--- config.mk ---
export PLATFORM = sky130hd
export DESIGN_NAME = shallow_water_courant_max_core
export DESIGN_NICKNAME = d
export VERILOG_FILES = /design/src/sv/swcm_pkg.sv /design/src/sv/shallow_water_courant_max_core.sv
export SDC_FILE = /design/constraint.sdc
export NUM_CORES = 2
export LEC_CHECK = 0
export BUFFER_PORTS_ARGS = -buffer_cell sky130_fd_sc_hd__buf_2
export CELL_PAD_IN_SITES_DETAIL_PLACEMENT = 0
export CELL_PAD_IN_SITES_GLOBAL_PLACEMENT = 1
export CORE_MARGIN = 1
export CORE_UTILIZATION = 46
export DETAILED_ROUTE_END_ITERATION = 6
export HOLD_SLACK_MARGIN = 0.02
export PLACE_DENSITY = 0.82
export SYNTH_ARGS = -nofsm -noshare
export SYNTH_HDL_FRONTEND = slang
export SYNTH_SLANG_ARGS = --single-unit
--- constraint.sdc ---
create_clock -name clock -period 10.6 [get_ports clock]
set_input_delay 0.53 -clock clock [delete_from_list [all_inputs] [get_ports clock]]
set_output_delay 0.53 -clock clock [all_outputs]
set_load 0.1 [all_outputs]
--- src/sv/swcm_pkg.sv ---
// Shared types and constants for the shallow-water Courant maximum core.
`timescale 1ns / 1ps
package swcm_pkg;

   localparam int DEF_FRAC_BITS = 16;
   localparam int WORD_W        = 32;
   localparam int CSR_INDEX_W   = 2;

   localparam logic [CSR_INDEX_W-1:0] CSR_DT_OVER_DX = 2'd0;
   localparam logic [CSR_INDEX_W-1:0] CSR_DT_OVER_DY = 2'd1;

   typedef enum logic [2:0] {
      ST_IDLE,
      ST_MUL_G,
      ST_SQRT,
      ST_ADD,
      ST_MUL_X,
      ST_MUL_Y,
      ST_SUM,
      ST_UPDATE
   } state_type;

endpackage

--- src/sv/shallow_water_courant_max_core.sv ---
// Top level: per-cell Courant number and running maximum over a sweep.
// A new cell is taken only in the idle state, once the previous cell has left its
// update step; the cell rate is set by the bit-serial square root, one root bit a
// cycle, and the single shared 32x32 multiplier; a last cell holds in its update
// step while the previous result beat is not taken.
// Reset clears the sequencer, the running maximum and the output valid and
// loads both timestep ratios with 1.0.
`timescale 1ns / 1ps
module shallow_water_courant_max_core #(
   parameter int FRAC_BITS = swcm_pkg::DEF_FRAC_BITS
) (
   input  logic                                clock,
   input  logic                                reset,
   input  logic                                req_tvalid,
   output logic                                req_tready,
   input  logic [3*swcm_pkg::WORD_W-1:0]       req_tdata,   // depth, vel_x, vel_y
   input  logic                                req_tlast,
   output logic                                rsp_tvalid,
   input  logic                                rsp_tready,
   output logic [swcm_pkg::WORD_W-1:0]         rsp_tdata,   // max_courant
   input  logic                                csr_valid,
   output logic                                csr_ready,
   input  logic [swcm_pkg::CSR_INDEX_W-1:0]    csr_index,
   input  logic [swcm_pkg::WORD_W-1:0]         csr_data
);
   import swcm_pkg::*;

   localparam longint unsigned G_RAW_L = ((64'd981 << FRAC_BITS) + 64'd50) / 64'd100;
   localparam int G_W        = FRAC_BITS + 4;
   localparam int PROD_W     = (WORD_W - 1) + G_W;
   localparam int SQRT_STEPS = (PROD_W + 1) / 2;
   localparam int REM_W      = SQRT_STEPS + 2;
   localparam int CNT_W      = $clog2(SQRT_STEPS);
   localparam int SUM_W      = 2 * WORD_W + 1 - FRAC_BITS;
   localparam logic [WORD_W-1:0] G_RAW  = G_RAW_L[WORD_W-1:0];
   localparam logic [CNT_W-1:0]  CNT_LAST = CNT_W'(SQRT_STEPS - 1);

   state_type state_ff, state_in;

   logic [WORD_W-1:0]     dtx_ff, dtx_in, dty_ff, dty_in;
   logic [WORD_W-1:0]     depth_ff, depth_in;
   logic [WORD_W-1:0]     spd_x_ff, spd_x_in, spd_y_ff, spd_y_in;
   logic                  last_ff, last_in;
   logic [2*WORD_W-1:0]   prod_ff, prod_in;
   logic [REM_W-1:0]      rem_ff, rem_in;
   logic [SQRT_STEPS-1:0] root_ff, root_in;
   logic [CNT_W-1:0]      cnt_ff, cnt_in;
   logic [SUM_W-1:0]      acc_ff, acc_in;
   logic [WORD_W-1:0]     cn_ff, cn_in;
   logic [WORD_W-1:0]     max_ff, max_in;
   logic                  rsp_valid_ff, rsp_valid_in;
   logic [WORD_W-1:0]     rsp_data_ff, rsp_data_in;

   logic [WORD_W-1:0]     mul_a, mul_b;
   logic [REM_W-1:0]      rem_shift, trial;
   logic [SUM_W-1:0]      sum;
   logic [WORD_W-1:0]     new_max;
   logic [WORD_W-1:0]     vx_raw, vy_raw;
   logic                  emit_blocked;

   assign vx_raw       = req_tdata[2*WORD_W-1:WORD_W];
   assign vy_raw       = req_tdata[3*WORD_W-1:2*WORD_W];
   assign rem_shift    = {rem_ff[REM_W-3:0], prod_ff[2*SQRT_STEPS-1 -: 2]};
   assign trial        = {root_ff, 2'b01};
   assign sum          = acc_ff + SUM_W'(prod_ff >> FRAC_BITS);
   assign new_max      = (cn_ff > max_ff) ? cn_ff : max_ff;
   assign emit_blocked = rsp_valid_ff && !rsp_tready;

   assign req_tready = (state_ff == ST_IDLE);
   assign rsp_tvalid = rsp_valid_ff;
   assign rsp_tdata  = rsp_data_ff;
   assign csr_ready  = 1'b1;

   always_comb begin
      state_in = state_ff;
      case (state_ff)
         ST_IDLE:   if (req_tvalid) state_in = ST_MUL_G;
         ST_MUL_G:  state_in = ST_SQRT;
         ST_SQRT:   if (cnt_ff == CNT_LAST) state_in = ST_ADD;
         ST_ADD:    state_in = ST_MUL_X;
         ST_MUL_X:  state_in = ST_MUL_Y;
         ST_MUL_Y:  state_in = ST_SUM;
         ST_SUM:    state_in = ST_UPDATE;
         ST_UPDATE: if (!(last_ff && emit_blocked)) state_in = ST_IDLE;
         default:   state_in = ST_IDLE;
      endcase
   end

   always_comb begin
      mul_a = depth_ff;
      mul_b = G_RAW;
      case (state_ff)
         ST_MUL_X: begin
            mul_a = spd_x_ff;
            mul_b = dtx_ff;
         end
         ST_MUL_Y: begin
            mul_a = spd_y_ff;
            mul_b = dty_ff;
         end
         default: begin
            mul_a = depth_ff;
            mul_b = G_RAW;
         end
      endcase
   end

   always_comb begin
      dtx_in       = dtx_ff;
      dty_in       = dty_ff;
      depth_in     = depth_ff;
      spd_x_in     = spd_x_ff;
      spd_y_in     = spd_y_ff;
      last_in      = last_ff;
      prod_in      = prod_ff;
      rem_in       = rem_ff;
      root_in      = root_ff;
      cnt_in       = cnt_ff;
      acc_in       = acc_ff;
      cn_in        = cn_ff;
      max_in       = max_ff;
      rsp_valid_in = rsp_valid_ff && !rsp_tready;
      rsp_data_in  = rsp_data_ff;

      if (csr_valid) begin
         if (csr_index == CSR_DT_OVER_DX) dtx_in = csr_data;
         if (csr_index == CSR_DT_OVER_DY) dty_in = csr_data;
      end

      case (state_ff)
         ST_IDLE: begin
            if (req_tvalid) begin
               depth_in = req_tdata[WORD_W-1] ? '0 : req_tdata[WORD_W-1:0];
               spd_x_in = vx_raw[WORD_W-1] ? (~vx_raw + 1'b1) : vx_raw;
               spd_y_in = vy_raw[WORD_W-1] ? (~vy_raw + 1'b1) : vy_raw;
               last_in  = req_tlast;
            end
         end
         ST_MUL_G: begin
            prod_in = mul_a * mul_b;
            rem_in  = '0;
            root_in = '0;
            cnt_in  = '0;
         end
         ST_SQRT: begin
            prod_in = prod_ff << 2;
            cnt_in  = cnt_ff + 1'b1;
            if (rem_shift >= trial) begin
               rem_in  = rem_shift - trial;
               root_in = {root_ff[SQRT_STEPS-2:0], 1'b1};
            end else begin
               rem_in  = rem_shift;
               root_in = {root_ff[SQRT_STEPS-2:0], 1'b0};
            end
         end
         ST_ADD: begin
            spd_x_in = spd_x_ff + WORD_W'(root_ff);
            spd_y_in = spd_y_ff + WORD_W'(root_ff);
         end
         ST_MUL_X: begin
            prod_in = mul_a * mul_b;
            acc_in  = '0;
         end
         ST_MUL_Y: begin
            acc_in  = SUM_W'(prod_ff >> FRAC_BITS);
            prod_in = mul_a * mul_b;
         end
         ST_SUM: begin
            cn_in = (sum[SUM_W-1:WORD_W] != '0) ? '1 : sum[WORD_W-1:0];
         end
         ST_UPDATE: begin
            if (!last_ff) begin
               max_in = new_max;
            end else if (!emit_blocked) begin
               rsp_valid_in = 1'b1;
               rsp_data_in  = new_max;
               max_in       = '0;
            end
         end
         default: begin
            cnt_in = '0;
         end
      endcase
   end

   always_ff @(posedge clock) begin
      if (reset) begin
         state_ff     <= ST_IDLE;
         dtx_ff       <= WORD_W'(64'd1 << FRAC_BITS);
         dty_ff       <= WORD_W'(64'd1 << FRAC_BITS);
         max_ff       <= '0;
         rsp_valid_ff <= 1'b0;
         cnt_ff       <= '0;
      end else begin
         state_ff     <= state_in;
         dtx_ff       <= dtx_in;
         dty_ff       <= dty_in;
         max_ff       <= max_in;
         rsp_valid_ff <= rsp_valid_in;
         cnt_ff       <= cnt_in;
      end
   end

   always_ff @(posedge clock) begin
      depth_ff    <= depth_in;
      spd_x_ff    <= spd_x_in;
      spd_y_ff    <= spd_y_in;
      last_ff     <= last_in;
      prod_ff     <= prod_in;
      rem_ff      <= rem_in;
      root_ff     <= root_in;
      acc_ff      <= acc_in;
      cn_ff       <= cn_in;
      rsp_data_ff <= rsp_data_in;
   end

`ifndef SYNTHESIS
   a_sqrt_exit: assert property (@(posedge clock) disable iff (reset)
      (state_ff == ST_SQRT && cnt_ff == CNT_LAST) |=> (state_ff == ST_ADD))
      else $error("square root did not finish after its last step");

   a_rsp_source: assert property (@(posedge clock) disable iff (reset)
      $rose(rsp_valid_ff) |-> ($past(state_ff) == ST_UPDATE && $past(last_ff)))
      else $error("result beat raised outside a last-cell update");

   a_max_cleared: assert property (@(posedge clock) disable iff (reset)
      (state_ff == ST_UPDATE && last_ff && !emit_blocked) |=> (max_ff == '0))
      else $error("running maximum not cleared after sweep end");

   a_max_monotone: assert property (@(posedge clock) disable iff (reset)
      (state_ff == ST_UPDATE && !last_ff) |=> (max_ff >= $past(max_ff)))
      else $error("running maximum decreased within a sweep");
`endif

endmodule
==> After elaboration in Yosys (flattened, before gate mapping) <==
Index checks and enable logic that the tools add are counted.
{ "op_classes": {"addsub": 7, "multipliers": 1, "n_lt_le_gt_ge": 2, "eq_ne": 13, "muxes": 24, "n_bitwise": 3, "n_reduce_logical": 18} }
{ "op_table": {"columns": ["op", "count"], "rows": [
  ["32-bit one-hot mux with 2 select lines", 4],
  ["32-bit two-way mux", 7],
  ["64-bit one-hot mux with 2 select lines", 1],
  ["26-bit one-hot mux with 2 select lines", 2],
  ["49-bit one-hot mux with 2 select lines", 1],
  ["32-bit by 1-bit adder with 32-bit output, second input constant", 2],
  ["32-bit by 26-bit adder with 32-bit output", 2],
  ["32-bit by 32-bit multiplier with 64-bit output", 1],
  ["32-bit NOT", 2],
  ["49-bit by 48-bit adder with 49-bit output", 1],
  ["32-bit greater-than comparator", 1],
  ["28-bit greater-or-equal comparator", 1],
  ["26-bit two-way mux", 1],
  ["26-bit subtractor", 1],
  ["3-bit one-hot mux with 8 select lines", 1],
  ["17-bit nonzero test", 1],
  ["3-bit equality test, second input constant", 4],
  ["5-bit one-hot mux with 2 select lines", 1],
  ["2-bit AND reduction", 5],
  ["3-bit two-way mux", 3],
  ["2-bit inequality test, second input constant", 4],
  ["2-bit nonzero test", 4],
  ["3-bit by 2-bit equality test with 1-bit output, second input constant", 2],
  ["3-bit AND reduction", 2],
  ["11 further kinds", 14]
]} }
{ "word_totals": {"ff_bits": 431, "inputBits": 136, "out_inout_bits": 35, "word_cells": 85} }

==> Logic depth before layout (Yosys ltp) <==
{ "logic_depth": {"word_depth": 5, "mapped_depth": 34, "mapped_depth_nobuf": 29} }

==> Least setup slack after synthesis <==
OpenSTA, ideal clock, no wires.
{ "synth_timing": {"kind": "reg2reg", "startpoint": "register state_ff[1]", "endpoint": "register prod_ff[62], data pin", "setup_ps": 265, "arrival_time_ps": 9729, "required_ps": 10335, "slack_ps": 606, "path_stages_with_launch": 30, "path_buffers": 5, "period_less_slack_ps": 9994, "path_cell_list": "dfxtp_1 -> nand2b_1 -> clkbuf_1 -> inv_1 -> clkbuf_1 -> clkbuf_1 -> buf_1 -> nand2_1 -> nand2_1 -> fa_1 -> fa_1 -> fa_1 -> fa_1 -> inv_1 -> fa_1 -> fa_1 -> fa_1 -> inv_1 -> fa_1 -> inv_1 -> ha_1 -> clkbuf_1 -> a21o_1 -> o41a_1 -> a2111o_1 -> a311oi_1 -> o21ai_1 -> a21oi_1 -> nor4b_1 -> or3_1"} }
{ "synth_via": {"elab_chain_cells": 4, "elab_cells_between_ends": 9, "classes_between": "1 x mul; 4 x eq/ne; 3 x mux; 1 x reduce/logical"} }
{ "synth_rtl": {"columns": ["element", "line", "source"], "rows": [
  ["from (decl)", "shallow_water_courant_max_core.sv:38", "state_type state_ff, state_in;"],
  ["from (signal assigned)", "shallow_water_courant_max_core.sv:195", "state_ff <= state_in;"],
  ["3-bit equality test", "shallow_water_courant_max_core.sv:92, shallow_water_courant_max_core.sv:130", null],
  ["32-bit one-hot mux with 2 select lines", "shallow_water_courant_max_core.sv:92", "case (state_ff)"],
  ["32-bit by 32-bit multiplier with 64-bit output", "shallow_water_courant_max_core.sv:140, shallow_water_courant_max_core.sv:161, shallow_water_courant_max_core.sv:166", null],
  ["64-bit one-hot mux with 2 select lines (*)", "shallow_water_courant_max_core.sv:130", "case (state_ff)"],
  ["net prod_in[62]", "shallow_water_courant_max_core.sv:44", "logic [2*WORD_W-1:0] prod_ff, prod_in;"],
  ["to (signal assigned)", "shallow_water_courant_max_core.sv:209", "prod_ff <= prod_in;"],
  ["to (decl)", "shallow_water_courant_max_core.sv:44", null]
]} }
The timed path passes the listed nets; every way through them passes the cells marked *.
A chain may end at the register's enable or synchronous reset.

==> Worst setup path after layout <==
{ "layout_timing": {"startpoint": "register state_ff[0]", "endpoint": "register prod_ff[63], data pin"} }
The elaborated chain is that of the path after synthesis.

==> results.md <==
- The minimum clock period is 10.30 ns.
- At the pin with the least slew margin, the transition time is 1.18 ns.
- The final count of hold timing violations was 0.
- The number of slew-limit violations in the final report is 0.
- In this run the core area contains 130 standard-cell rows.
- The count of cell types in the netlist is 88.
- Counting the fill cells in the layout gives 11901.
- Setup repair after global routing left no endpoint under its margin.
- The CTS sink count is 429.
- The clock arrives with 0.0284 ns of skew.
- The synthesized design spends more area on one cell type than any other, namely fa_1.
- The clock passes through at most 3 buffers.
- Once detailed placement completed, the half-perimeter wirelength came to 157000 um.
- The top-level I/O count is 171.
- The launching element of the worst setup path is state_ff[0].
- The area of the mapped netlist is 58400 um2.
- In the routed design, unresolved DRC markers number 0.
- Global routing finished with a remaining overflow of 0.
- After synthesis, the share of flip-flops with an asynchronous set or reset is 0%.
- The cell at the root of the clock tree is clkbuf_16.
- The floorplan step defined a core boundary enclosing 126000 um2.
- The post-synthesis cell count is 6467.
- In this run the worst path has a maximum fanout of 32.
- The hold buffer count at cts is 0.
- The setup-violating endpoint count in the final report is 0.
- The final layout contains routed wiring with a total length of 193000 um.
- The arrival time at the worst endpoint is 10.65 ns.
- The highest clock frequency the design can meet is 97.1 MHz.
- The maximum level of the CTS H-tree is 2.
- Dividing the final minimum period by the clock period gives 97.1%.
- The number of nets in the layout is 8012.
- The worst hold path class is in2reg.
- The count of TritonRoute iterations in the first routing pass is 6.
- The category of the worst setup path launch point is a register.
- The chip width is 358 um.
- Headroom to the max-slew limit came out at 20.9%.
- For this run, the leading register cell type out of synthesis is edfxtp_1.
- The via count of the first global-routing pass is 48041.
- The remaining antenna violation count after routing is 0.
- The highest-delay cell along the critical path is a2111oi_0.
- The delay contributed by the slowest stage of the critical path is 0.87 ns.
- After clock tree synthesis, the clock-pin slew on the worst setup and hold paths is 0.06 ns.
- The setup TNS is 0 ns.
- The number of buffers and inverters on the critical path is 5.
- By count the netlist is led by inv_1 (967), fa_1 (899), nand2_1 (847).
- A synthesized cell averages 9.04 um2.
- Using the TritonRoute via totals, the vias-per-cell ratio works out to 5.70.
- The number of buffers created by CTS is 46.
- In this run, the number of DRC markers left after iteration 0 of detailed routing was 4007.
- The fraction of final layout cells with drive strength greater than 1 is 8.53%.
- Synthesis produced a netlist with a net count of 7929.
- Entering global routing, the biggest net connects 109 pins.
- The number of cells after detailed placement is 8152.
- The number of synthesized flops with an enable pin is 324.
- The worst setup path is captured at a register.
- The initial antenna violation count was 8.
- The count of buffers added on input and output ports is 169.
- In this run the most critical hold path is launched from req_tlast.
- The top cell type by area accounts for 30.8% of the synthesized area.
- Global routing used 30.3% of the available tracks across all layers.
- In the final routed layout, each cell accounts on average for 23.4 um.
- The clock tree from TritonCTS is done.
- Hold timing on the final database bottoms out at a slack of 0.122 ns.
- The most instantiated library cell after synthesis is inv_1.
- The tool flagged a number of max-cap violations equal to 0.
- In this design, the largest share of critical-path delay is due to adder cells.
- The run finished with clean final reports.
- The first global-routing pass estimated 292000 um of wire.
- The flip-flop and latch area is 11800 um2.
- The floorplan step defined a die boundary enclosing 128000 um2.
- The routed layout has 47006 vias.
- At the later pin of the worst-skew pair, clock insertion delay measures 0.61 ns.
- The portion of the post-synthesis area used by sequential elements is 20.2%.
- The area of combinational cells with multiple inputs is 41900 um2.
- The Yosys step of the flow raised 0 warnings.
- Once the floorplan was initialized, standard cells occupied 46.4% of the core.
- The synthesis-to-layout area growth is 8.53%.
- The startpoint identified for the worst register-to-register timing path is state_ff[0].
- The startpoint-to-endpoint class of the critical path is reg2reg.
- Among the stages of the critical path, the cell type that occurs most often is fa_1.
- The total of flip-flops plus latches after synthesis is 429.
- Yosys attributes the largest share of cell area to fa_1 (31%), edfxtp_1 (17%), ha_1 (9.1%), inv_1 (6.2%), nand2_1 (5.4%).
- Routability-driven placement finished with a final weighted congestion of 0.998.
- The count of placed standard cells in the final layout, fillers left out is 8243.
- The required time of the critical path is 10.95 ns.
- The vertical die dimension is 358 um.
[through the flow]
step                cell area [um2]  setup slack (ns)  util (%)
finish                        63400             0.305      50.4
global route                  63400             0.107      50.4
CTS                           63400             0.190      50.4
detailed placement            61800             0.206      49.1
global placement              61800             0.181      49.1
floorplan                     58400             0.606         -
[final timing paths]
check	to	slack, ns	cells past startpoint
max reg2reg	prod_ff[63]	0.30	26
max	prod_ff[63]	0.30	26
min reg2reg	dtx_ff[14]	0.46	2
min	last_ff	0.12	1
[flip-flops by register name (all words and copies together), names as in the netlist, 31 cells and up]
| signal | cells |
|---|---|
| max_ff | 32 |
| dty_ff | 32 |
| dtx_ff | 32 |
| acc_ff | 48 |
| prod_ff | 64 |
| spd_y_ff | 32 |
| depth_ff | 31 |
| spd_x_ff | 32 |
| cn_ff | 32 |
| rsp_tdata | 32 |
[placed cells by master, fill, tap and decap left out, types with 28 or more instances in the layout]
cell | synthesis | routed
nand3_1 | 63 | 63
a31oi_1 | 30 | 30
o21bai_1 | 31 | 31
buf_4 | 4 | 194
mux2_2 | 53 | 53
edfxtp_1 | 324 | 324
mux2i_1 | 68 | 68
nand2b_1 | 29 | 28
inv_1 | 967 | 965
clkbuf_16 | 0 | 50
o21ai_0 | 179 | 166
a22o_1 | 34 | 34
o21ai_1 | 28 | 31
ha_1 | 427 | 427
nor2_1 | 796 | 790
xnor2_1 | 130 | 129
nand2_1 | 847 | 846
and3_1 | 83 | 83
a21oi_1 | 292 | 292
dfxtp_1 | 105 | 104
and2_1 | 40 | 39
a211oi_1 | 31 | 28
fa_1 | 899 | 899
o31ai_1 | 37 | 37
nand4_1 | 73 | 73
a21o_1 | 110 | 110
xor2_1 | 74 | 74
nor3_1 | 51 | 51
o21a_1 | 54 | 50
nor2b_1 | 55 | 55
buf_2 | 2 | 169
[area by class of cell]
class | count | area share [%]
Multi-Input combinational cell | 4739 | 66.0
Sequential cell | 429 | 18.7
Tap cell | 1650 | 3.26
Clock inverter | 21 | 0.422
Timing Repair Buffer | 367 | 3.76
Inverter | 967 | 5.73
Clock buffer | 64 | 2.12
Antenna cell | 6 | 0.0237
[routing by layer]
metal  up-vias  GRT usage (%)  wire length (um)
met1     23608           39.2             77100
met4         0           16.5             12700
met3       418           4.71             14400
li1      21065              -                 -
met2      1915           48.8             88500
met5         -              0                 0
[worst register-to-register path: cells and delay by family, from the launching register on]
kind	cells	cell delay (ns)
flip-flops	1	0.86
adder cells (fa/ha/maj)	9	4.47
multiplexers	2	0.89
AO/OA/AOI/OAI	7	2.52
buffers and inverters	5	0.97
AND/OR/NAND/NOR	3	0.35
[repair_timing]
action,in CTS,in global routing
setup endpoints to repair,0,2
setup buffers,0,0
resized for setup,0,4
hold endpoints to repair,0,0
[logic make-up after synthesis]
logic type | share of synthesized area, %
simple gates | 15.7
fa+ha+maj | 39.9
buf+inv | 8.37
compound gates | 10.5
flops | 20.2
xor+xnor | 3.06
mux | 2.19
other cells | 0.00642
Power is not shown: default switching activity piles up to over one toggle a cycle in this logic, so the estimate is an artifact.
